[src/tlvpv_pkg.sv]
`timescale 1ns / 1ps
// ----------------------------------------------------------------------------
// tlvpv_pkg
// types, codes and sizes shared by the tlv packet validator modules
// ----------------------------------------------------------------------------
package tlvpv_pkg;

    localparam int MAX_PACKET = 1024;
    localparam int CNT_W      = $clog2(MAX_PACKET + 2);
    localparam int LEN_W      = 17;
    localparam int ADDR_W     = 3;
    localparam int OUT_W      = 24;

    localparam logic [CNT_W-1:0] CNT_MAX      = CNT_W'(MAX_PACKET + 1);
    localparam logic [LEN_W-1:0] HDR_LEN      = LEN_W'(4);
    localparam logic [LEN_W-1:0] ITEM_OVHD    = LEN_W'(2);
    localparam logic [LEN_W-1:0] MAX_PKT_LEN  = LEN_W'(MAX_PACKET);

    localparam logic [7:0] MAGIC_RESET   = 8'd95;
    localparam logic [7:0] VERSION_RESET = 8'd1;

    // register select by paddr[2]
    localparam logic REG_MAGIC   = 1'b0;
    localparam logic REG_VERSION = 1'b1;

    typedef logic [2:0] t_status;
    localparam t_status ST_OK          = 3'd0;
    localparam t_status ST_BAD_MAGIC   = 3'd1;
    localparam t_status ST_BAD_VERSION = 3'd2;
    localparam t_status ST_BAD_PKT_LEN = 3'd3;
    localparam t_status ST_BAD_ITEMS   = 3'd4;

    typedef struct packed {
        logic [7:0] magic_value;
        logic [7:0] version_value;
    } t_cfg;

    typedef struct packed {
        logic [7:0] data_byte;
        logic       last_byte;
    } t_in_item;

    typedef struct packed {
        logic [15:0] len_field;
        t_status     status;
    } t_result;

endpackage

[src/tlvpv_cfg_regs.sv]
`timescale 1ns / 1ps
// ----------------------------------------------------------------------------
// tlvpv_cfg_regs
// apb register file holding the magic and version values
// ----------------------------------------------------------------------------
module tlvpv_cfg_regs
    import tlvpv_pkg::*;
(
    input  logic              i_clk,
    input  logic              i_rst_n,
    input  logic              psel,
    input  logic              penable,
    input  logic              pwrite,
    input  logic [ADDR_W-1:0] paddr,
    input  logic [31:0]       pwdata,
    output logic [31:0]       prdata,
    output logic              pready,
    output t_cfg              o_cfg
);

    logic [7:0] r_magic;
    logic [7:0] r_version;
    logic       wr_en;

    assign pready = 1'b1;
    assign wr_en  = psel & penable & pwrite;

    always_ff @(posedge i_clk) begin
        if (!i_rst_n) begin
            r_magic   <= MAGIC_RESET;
            r_version <= VERSION_RESET;
        end else if (wr_en) begin
            unique case (paddr[2])
                REG_MAGIC:   r_magic   <= pwdata[7:0];
                REG_VERSION: r_version <= pwdata[7:0];
                default:     r_magic   <= r_magic;
            endcase
        end
    end

    always_comb begin
        unique case (paddr[2])
            REG_MAGIC:   prdata = {24'd0, r_magic};
            REG_VERSION: prdata = {24'd0, r_version};
            default:     prdata = 32'd0;
        endcase
    end

    assign o_cfg.magic_value   = r_magic;
    assign o_cfg.version_value = r_version;

endmodule

[src/tlvpv_in_stage.sv]
`timescale 1ns / 1ps
// ----------------------------------------------------------------------------
// tlvpv_in_stage
// input register and flow control toward the checker
// ----------------------------------------------------------------------------
module tlvpv_in_stage
    import tlvpv_pkg::*;
(
    input  logic     i_clk,
    input  logic     i_rst_n,
    input  logic     i_valid,
    output logic     o_ready,
    input  t_in_item i_item,
    input  logic     i_out_free,
    output logic     o_fire,
    output t_in_item o_item
);

    logic     r_valid;
    t_in_item r_item;

    // a last byte needs room in the output register
    assign o_fire  = r_valid & (~r_item.last_byte | i_out_free);
    assign o_ready = ~r_valid | o_fire;
    assign o_item  = r_item;

    always_ff @(posedge i_clk) begin
        if (!i_rst_n) begin
            r_valid <= 1'b0;
        end else if (o_ready) begin
            r_valid <= i_valid;
        end
    end

    always_ff @(posedge i_clk) begin
        if (o_ready && i_valid) begin
            r_item <= i_item;
        end
    end

endmodule

[src/tlvpv_check.sv]
`timescale 1ns / 1ps
// ----------------------------------------------------------------------------
// tlvpv_check
// per-packet header tracking, item walk and status decision
// ----------------------------------------------------------------------------
module tlvpv_check
    import tlvpv_pkg::*;
(
    input  logic     i_clk,
    input  logic     i_rst_n,
    input  logic     i_fire,
    input  t_in_item i_item,
    input  t_cfg     i_cfg,
    output t_result  o_result
);

    logic [CNT_W-1:0] r_cnt;
    logic             r_magic_bad;
    logic             r_version_bad;
    logic [15:0]      r_dl;
    logic [LEN_W-1:0] r_nis;

    logic [CNT_W-1:0] n_cnt;
    logic             n_magic_bad;
    logic             n_version_bad;
    logic [15:0]      n_dl;
    logic [LEN_W-1:0] n_nis;

    logic [LEN_W-1:0] idx_ext;
    logic [LEN_W-1:0] cur_end;
    logic             ver_final;
    logic [LEN_W-1:0] pkt_len;
    logic [LEN_W-1:0] pos;
    t_status          status;

    always_comb begin
        n_magic_bad   = r_magic_bad;
        n_version_bad = r_version_bad;
        n_dl          = r_dl;
        n_nis         = r_nis;
        idx_ext       = LEN_W'(r_cnt);
        cur_end       = LEN_W'(r_dl) + HDR_LEN;

        priority if (r_cnt == CNT_W'(0)) begin
            n_magic_bad = (i_item.data_byte != i_cfg.magic_value);
        end else if (r_cnt == CNT_W'(1)) begin
            n_version_bad = (i_item.data_byte != i_cfg.version_value);
        end else if (r_cnt == CNT_W'(2)) begin
            n_dl = {i_item.data_byte, r_dl[7:0]};
        end else if (r_cnt == CNT_W'(3)) begin
            n_dl = {r_dl[15:8], i_item.data_byte};
        end else if ((idx_ext == r_nis + LEN_W'(1)) && (r_nis < cur_end)) begin
            n_nis = r_nis + LEN_W'(i_item.data_byte) + ITEM_OVHD;
        end

        n_cnt = (r_cnt < CNT_MAX) ? r_cnt + CNT_W'(1) : r_cnt;

        // one-byte packet: version byte missing, reads as zero
        ver_final = (r_cnt == CNT_W'(0)) ? (i_cfg.version_value != 8'd0) : n_version_bad;

        pkt_len = LEN_W'(n_dl) + HDR_LEN;
        // item starting on the final byte reads a zero length
        pos     = (n_nis < pkt_len) ? n_nis + ITEM_OVHD : n_nis;

        priority if (n_magic_bad) begin
            status = ST_BAD_MAGIC;
        end else if (ver_final) begin
            status = ST_BAD_VERSION;
        end else if ((pkt_len != LEN_W'(n_cnt)) || (pkt_len > MAX_PKT_LEN)) begin
            status = ST_BAD_PKT_LEN;
        end else if (pos != pkt_len) begin
            status = ST_BAD_ITEMS;
        end else begin
            status = ST_OK;
        end
    end

    assign o_result.status    = status;
    assign o_result.len_field = n_dl;

    always_ff @(posedge i_clk) begin
        if (!i_rst_n) begin
            r_cnt         <= '0;
            r_magic_bad   <= 1'b0;
            r_version_bad <= 1'b0;
            r_dl          <= '0;
            r_nis         <= HDR_LEN;
        end else if (i_fire) begin
            if (i_item.last_byte) begin
                r_cnt         <= '0;
                r_magic_bad   <= 1'b0;
                r_version_bad <= 1'b0;
                r_dl          <= '0;
                r_nis         <= HDR_LEN;
            end else begin
                r_cnt         <= n_cnt;
                r_magic_bad   <= n_magic_bad;
                r_version_bad <= n_version_bad;
                r_dl          <= n_dl;
                r_nis         <= n_nis;
            end
        end
    end

endmodule

[src/tlvpv_out_stage.sv]
`timescale 1ns / 1ps
// ----------------------------------------------------------------------------
// tlvpv_out_stage
// result register on the master stream side
// ----------------------------------------------------------------------------
module tlvpv_out_stage
    import tlvpv_pkg::*;
(
    input  logic             i_clk,
    input  logic             i_rst_n,
    input  logic             i_load,
    input  t_result          i_result,
    output logic             o_free,
    output logic             m_axis_tvalid,
    input  logic             m_axis_tready,
    output logic [OUT_W-1:0] m_axis_tdata
);

    logic    r_valid;
    t_result r_result;

    assign o_free        = ~r_valid | m_axis_tready;
    assign m_axis_tvalid = r_valid;
    assign m_axis_tdata  = OUT_W'(r_result);

    always_ff @(posedge i_clk) begin
        if (!i_rst_n) begin
            r_valid <= 1'b0;
        end else if (o_free) begin
            r_valid <= i_load;
        end
    end

    always_ff @(posedge i_clk) begin
        if (o_free && i_load) begin
            r_result <= i_result;
        end
    end

endmodule

[src/tlv_packet_validator.sv]
`timescale 1ns / 1ps
// status is registered as a packet's last byte leaves the input register
// throughput: one byte per cycle, set by the single check stage between the
//   input and result registers; a last byte waits while the result is held
// reset: magic returns to 95, version to 1, and all packet tracking is cleared
// ----------------------------------------------------------------------------
// tlv_packet_validator
// checks header, body length and tlv item walk of each received datagram
// ----------------------------------------------------------------------------
module tlv_packet_validator
    import tlvpv_pkg::*;
(
    input  logic              i_clk,
    input  logic              i_rst_n,
    input  logic              s_axis_tvalid,
    output logic              s_axis_tready,
    input  logic [7:0]        s_axis_tdata,   // [7:0] data_byte
    input  logic              s_axis_tlast,
    output logic              m_axis_tvalid,
    input  logic              m_axis_tready,
    output logic [OUT_W-1:0]  m_axis_tdata,   // [2:0] status, [18:3] len_field
    input  logic              psel,
    input  logic              penable,
    input  logic              pwrite,
    input  logic [ADDR_W-1:0] paddr,
    input  logic [31:0]       pwdata,
    output logic [31:0]       prdata,
    output logic              pready
);

    t_cfg     cfg;
    t_in_item in_item;
    t_in_item stage_item;
    t_result  result;
    logic     fire;
    logic     out_free;

    assign in_item.data_byte = s_axis_tdata;
    assign in_item.last_byte = s_axis_tlast;

    tlvpv_cfg_regs u_cfg (
        .i_clk   (i_clk),
        .i_rst_n (i_rst_n),
        .psel    (psel),
        .penable (penable),
        .pwrite  (pwrite),
        .paddr   (paddr),
        .pwdata  (pwdata),
        .prdata  (prdata),
        .pready  (pready),
        .o_cfg   (cfg)
    );

    tlvpv_in_stage u_in (
        .i_clk      (i_clk),
        .i_rst_n    (i_rst_n),
        .i_valid    (s_axis_tvalid),
        .o_ready    (s_axis_tready),
        .i_item     (in_item),
        .i_out_free (out_free),
        .o_fire     (fire),
        .o_item     (stage_item)
    );

    tlvpv_check u_check (
        .i_clk    (i_clk),
        .i_rst_n  (i_rst_n),
        .i_fire   (fire),
        .i_item   (stage_item),
        .i_cfg    (cfg),
        .o_result (result)
    );

    tlvpv_out_stage u_out (
        .i_clk         (i_clk),
        .i_rst_n       (i_rst_n),
        .i_load        (fire & stage_item.last_byte),
        .i_result      (result),
        .o_free        (out_free),
        .m_axis_tvalid (m_axis_tvalid),
        .m_axis_tready (m_axis_tready),
        .m_axis_tdata  (m_axis_tdata)
    );

endmodule

[config.mk]
export PLATFORM = sky130hd
export DESIGN_NAME = tlv_packet_validator
export DESIGN_NICKNAME = d
export VERILOG_FILES = /design/src/tlvpv_pkg.sv /design/src/tlvpv_cfg_regs.sv /design/src/tlvpv_in_stage.sv /design/src/tlvpv_check.sv /design/src/tlvpv_out_stage.sv /design/src/tlv_packet_validator.sv
export SDC_FILE = /design/constraint.sdc
export NUM_CORES = 1
export LEC_CHECK = 0
export ABC_AREA = 0
export BUFFER_PORTS_ARGS = -buffer_cell sky130_fd_sc_hd__clkbuf_2
export CAP_MARGIN = 20
export CORE_MARGIN = 5
export CORE_UTILIZATION = 39
export CTS_CLUSTER_DIAMETER = 60
export DETAILED_ROUTE_END_ITERATION = 8
export SLEW_MARGIN = 20
export SYNTH_ARGS = -nofsm -noshare
export SYNTH_HDL_FRONTEND = slang
export SYNTH_SLANG_ARGS = --single-unit
[constraint.sdc]
create_clock -name i_clk -period 8.5 [get_ports i_clk]
set_input_delay 1.275 -clock i_clk [delete_from_list [all_inputs] [get_ports i_clk]]
set_output_delay 1.275 -clock i_clk [all_outputs]
set_load 0.1 [all_outputs]
==> flow_metrics.tcl <==
set metrics [dict create \
    ys_seq_elements 92 \
    layout.nets 1116 \
    layout_min_cycle_time_ns 6.91 \
    multi_input_area_sq_mm 0.00566 \
    synth_compound_area_share_pct 16.0 \
    ant_nets 0 \
    timing.fmax_ghz 0.145 \
    h-tree-depth 3 \
    critPathLaunchType "flop" \
    routed_wl_mm 23.8 \
    hold_viol 0 \
    clk_latency_ns 0.37 \
    clock_sinks 92 \
    worst_slack_ns 1.59 \
    slew_headroom_pct 37.4 \
    critPathMaxStageDelay_ns 0.66 \
    syn_inst 987 \
    place_congestion 0.927 \
    ys_types 92 \
    outcome "completed" \
    gr-total-overflow 0 \
    syn2layout_area_growth_pct 6.88 \
    powerDensity_mw_per_mm2 117 \
    hpwl_mm 17.8 \
    cpMaxStageDelayCell "a21oi_1" \
    drc 0 \
    final_cells 1286 \
    netlist.area_leader.share_pct 15.3 \
    hold_depth 2 \
    yosys.area_share.simple_pct 24.6 \
    ios 110 \
    pre_cts_ws_ns 1.64 \
    root_buffer "clkbuf_16" \
    grt_max_degree 64 \
    post-route-period-util_pct 81.3 \
    final_cell_mix "100 x nand2_1, 64 x dfxtp_1, 58 x ha_1, 55 x nor2_1, 53 x clkbuf_2" \
    path_clk_slew_ns 0.08 \
    path_max_fanout 15 \
    max_cap_violations 0 \
    crit_family "compound AO/OA/AOI/OAI gates" \
    fp.coreArea_sq_mm 0.0210 \
    worstSetupPathType "flop to flop" \
    cp.arrival_ns 7.02 \
    min_from "u_check.r_version_bad$_SDFFE_PN0P_" \
    holdCritPathClass "flop to flop" \
    initialDrtViolationCount 512 \
    track_usage_pct 19.4 \
    nFillCells 2104 \
    peakVddDrop_mv 0.0857 \
    ff2ff_setup_slack_ns 1.59 \
    seq_area_sq_mm 0.00212 \
    antenna_found_initial 1 \
    finalSetupTns_ns 0 \
    synth_flop_cell "dfxtp_1" \
    dieArea_sq_mm 0.0244 \
    netlist_area_sq_mm 0.00835 \
    final_util_pct 42.5 \
    yosys.area.top_type "dfxtp_1" \
    layout-drive-gt1-share_pct 14.7 \
    synth_edf_count 28 \
    cts_buffer_depth 2 \
    tightest_slew_ns 0.937 \
    worst-path-buf-inv 2 \
    dp.cells 1270 \
    rr_startpoint "u_check.r_dl[2]$_SDFFE_PN0P_" \
    rows 53 \
    rsz0062_at_grt "no" \
    grt_pass1_vias 6790 \
    ys_seq_area_share_pct 25.4 \
    worstReg2RegEnd "u_out.m_axis_tdata[2]$_SDFFCE_PP0P_" \
    synth_top_family_by_area "simple AND/OR/NAND/NOR gates" \
    wire_per_inst_um 18.5 \
    cts_tree "yes" \
    synth_fa_ha_area_share_pct 8.93 \
    avgSynthCellArea_sq_um 8.46 \
    portBuffers 53 \
    slew_viol_final 0 \
    async_flop_share_pct 0 \
    fin_skew_ns 0.0179 \
    holdBufCountCts 0 \
    min_to "u_check.r_version_bad$_SDFFE_PN0P_" \
    grt_pass1_wl_mm 37.8 \
    antennaDiodeCount 0 \
    finalSetupViolCount 0 \
    leakage_nw 3.53 \
    synthMuxAreaShare_pct 5.92 \
    vias_per_cell 5.61 \
    first_pass_iters 5 \
    yosys_warnings 0 \
    cts_setup_buffers 0 \
    layout_commonest_cell "nand2_1" \
    cts_buffers 9 \
    die_h_um 156 \
    cts_resized 0 \
    start_util_pct 39.7 \
    endpoint_kind "flop" \
    synthXorXnorAreaFrac_pct 11.0 \
    synth_area_leaders "dfxtp_1 15%, edfxtp_1 10%, ha_1 8.7%" \
    cp.required_ns 8.62 \
    dr_total_vias 7216 \
    ff2ff_path_depth 25 \
    chipWidth_um 156 \
]
==> metal layers <==
| layer | up-vias | share of wire, % | GRT usage [%] |
|---|---|---|---|
| met4 | 2 | 2.8 | 6.28 |
| met5 | - | 0.055 | 0 |
| met2 | 244 | 44 | 30.0 |
| li1 | 3542 | - | - |
| met1 | 3385 | 47 | 27.2 |
| met3 | 43 | 6.1 | 3.79 |
==> where the power goes <==
part	leakage, nW	switching [mW]	internal (mW)
Sequential	0.786	0.0107	0.459
Combinational	2.60	0.140	0.0316
Clock	0.146	0.200	0.206
==> stage by stage <==
| step | area, sq um | hold slack, ns | total power, mW |
|---|---|---|---|
| 6_report | 8920 | 0.469 | 1.05 |
| 5_1_grt | 8920 | 0.509 | 1.08 |
| 4_1_cts | 8920 | 0.474 | 1.05 |
| 3_5_place_dp | 8630 | 0.463 | 0.650 |
| 3_3_place_gp | 8630 | 0.461 | 0.649 |
| 2_1_floorplan | 8460 | 0.441 | 0.627 |
==> synth_stat cells, drive strengths merged, types with 8 or more instances <==
cell type and instances:
a211oi 9, a21boi 16, a21oi 27, a22oi 25, a31oi 9, and2 15
and3 14, and4 9, buf 53, clkbuf 33, dfxtp 64, edfxtp 28
ha 58, inv 38, mux2 24, mux2i 22, nand2 100, nand3 48
nand4 26, nor2 56, nor2b 28, nor3 22, nor4 20, o21a 10
o21ai 43, or3 8, xnor2 51, xor2 45
==> cell families (layout without fill, tap and decap cells) <==
| group | count (synthesis) | count (layout) |
|---|---|---|
| AND/OR/NAND/NOR | 375 | 375 |
| AO/OA/AOI/OAI | 191 | 191 |
| buffers and inverters | 124 | 120 |
| XOR/XNOR | 98 | 98 |
| flip-flops | 92 | 92 |
| adder cells (fa/ha/maj) | 59 | 59 |
| multiplexers | 46 | 46 |
| other | 2 | 30 |
==> worst max path at each step <==
stage | start | to | cells past startpoint | slack, ns
4_1_cts | u_check.r_cnt[0]$_SDFFE_PN0P_ | u_out.m_axis_tdata[2]$_SDFFCE_PP0P_ | 21 | 1.63
2_1_floorplan | u_check.r_dl[4]$_SDFFE_PN0P_ | u_out.m_axis_tdata[2]$_SDFFCE_PP0P_ | 25 | 2.47
3_3_place_gp | u_check.r_cnt[0]$_SDFFE_PN0P_ | u_out.m_axis_tdata[2]$_SDFFCE_PP0P_ | 21 | 1.71
6_report | u_check.r_dl[2]$_SDFFE_PN0P_ | u_out.m_axis_tdata[2]$_SDFFCE_PP0P_ | 25 | 1.59
3_5_place_dp | u_check.r_cnt[0]$_SDFFE_PN0P_ | u_out.m_axis_tdata[2]$_SDFFCE_PP0P_ | 21 | 1.64
5_1_grt | u_check.r_dl[4]$_SDFFE_PN0P_ | u_out.m_axis_tdata[2]$_SDFFCE_PP0P_ | 25 | 0.88
==> final cells by class <==
class                           instances  share of cell area, %
Clock inverter                          7                  0.743
Sequential cell                        92                   23.8
Multi-Input combinational cell        799                   63.4
Tap cell                              275                   3.86
Inverter                               38                   1.60
Clock buffer                            9                   2.52
Timing Repair Buffer                   66                   4.07
==> worst register-to-register path: stages (launching register included) <==
cell       delay (ns)
dfxtp_1          0.52
ha_1             0.29
nand2_1          0.13
nor3_1           0.38
nand3_1          0.15
ha_1             0.34
a2111oi_2        0.36
o211ai_1         0.19
a2111oi_4        0.43
nand4_4          0.21
nor3_2           0.14
buf_4            0.25
and3_2           0.27
xnor2_1          0.32
inv_1            0.14
ha_1             0.27
a211oi_1         0.21
o21ai_0          0.11
o31ai_1          0.33
nand3_1          0.19
a21oi_1          0.66
o211ai_1         0.17
nor4_1           0.28
a211oi_2         0.06
o211ai_1         0.18
a31oi_1          0.10
==> sequential cells by signal, indices dropped and copies added (netlist names) <==
name                   flops
u_out.m_axis_tdata        19
u_check.r_magic_bad        1
u_check.r_nis             17
u_cfg.r_magic              8
u_check.r_cnt             11
u_check.r_version_bad      1
u_in.r_valid               1
u_cfg.r_version            8
u_check.r_dl              16
u_out.m_axis_tvalid        1
u_in.o_item                9
(Power assumes the default switching activity.)
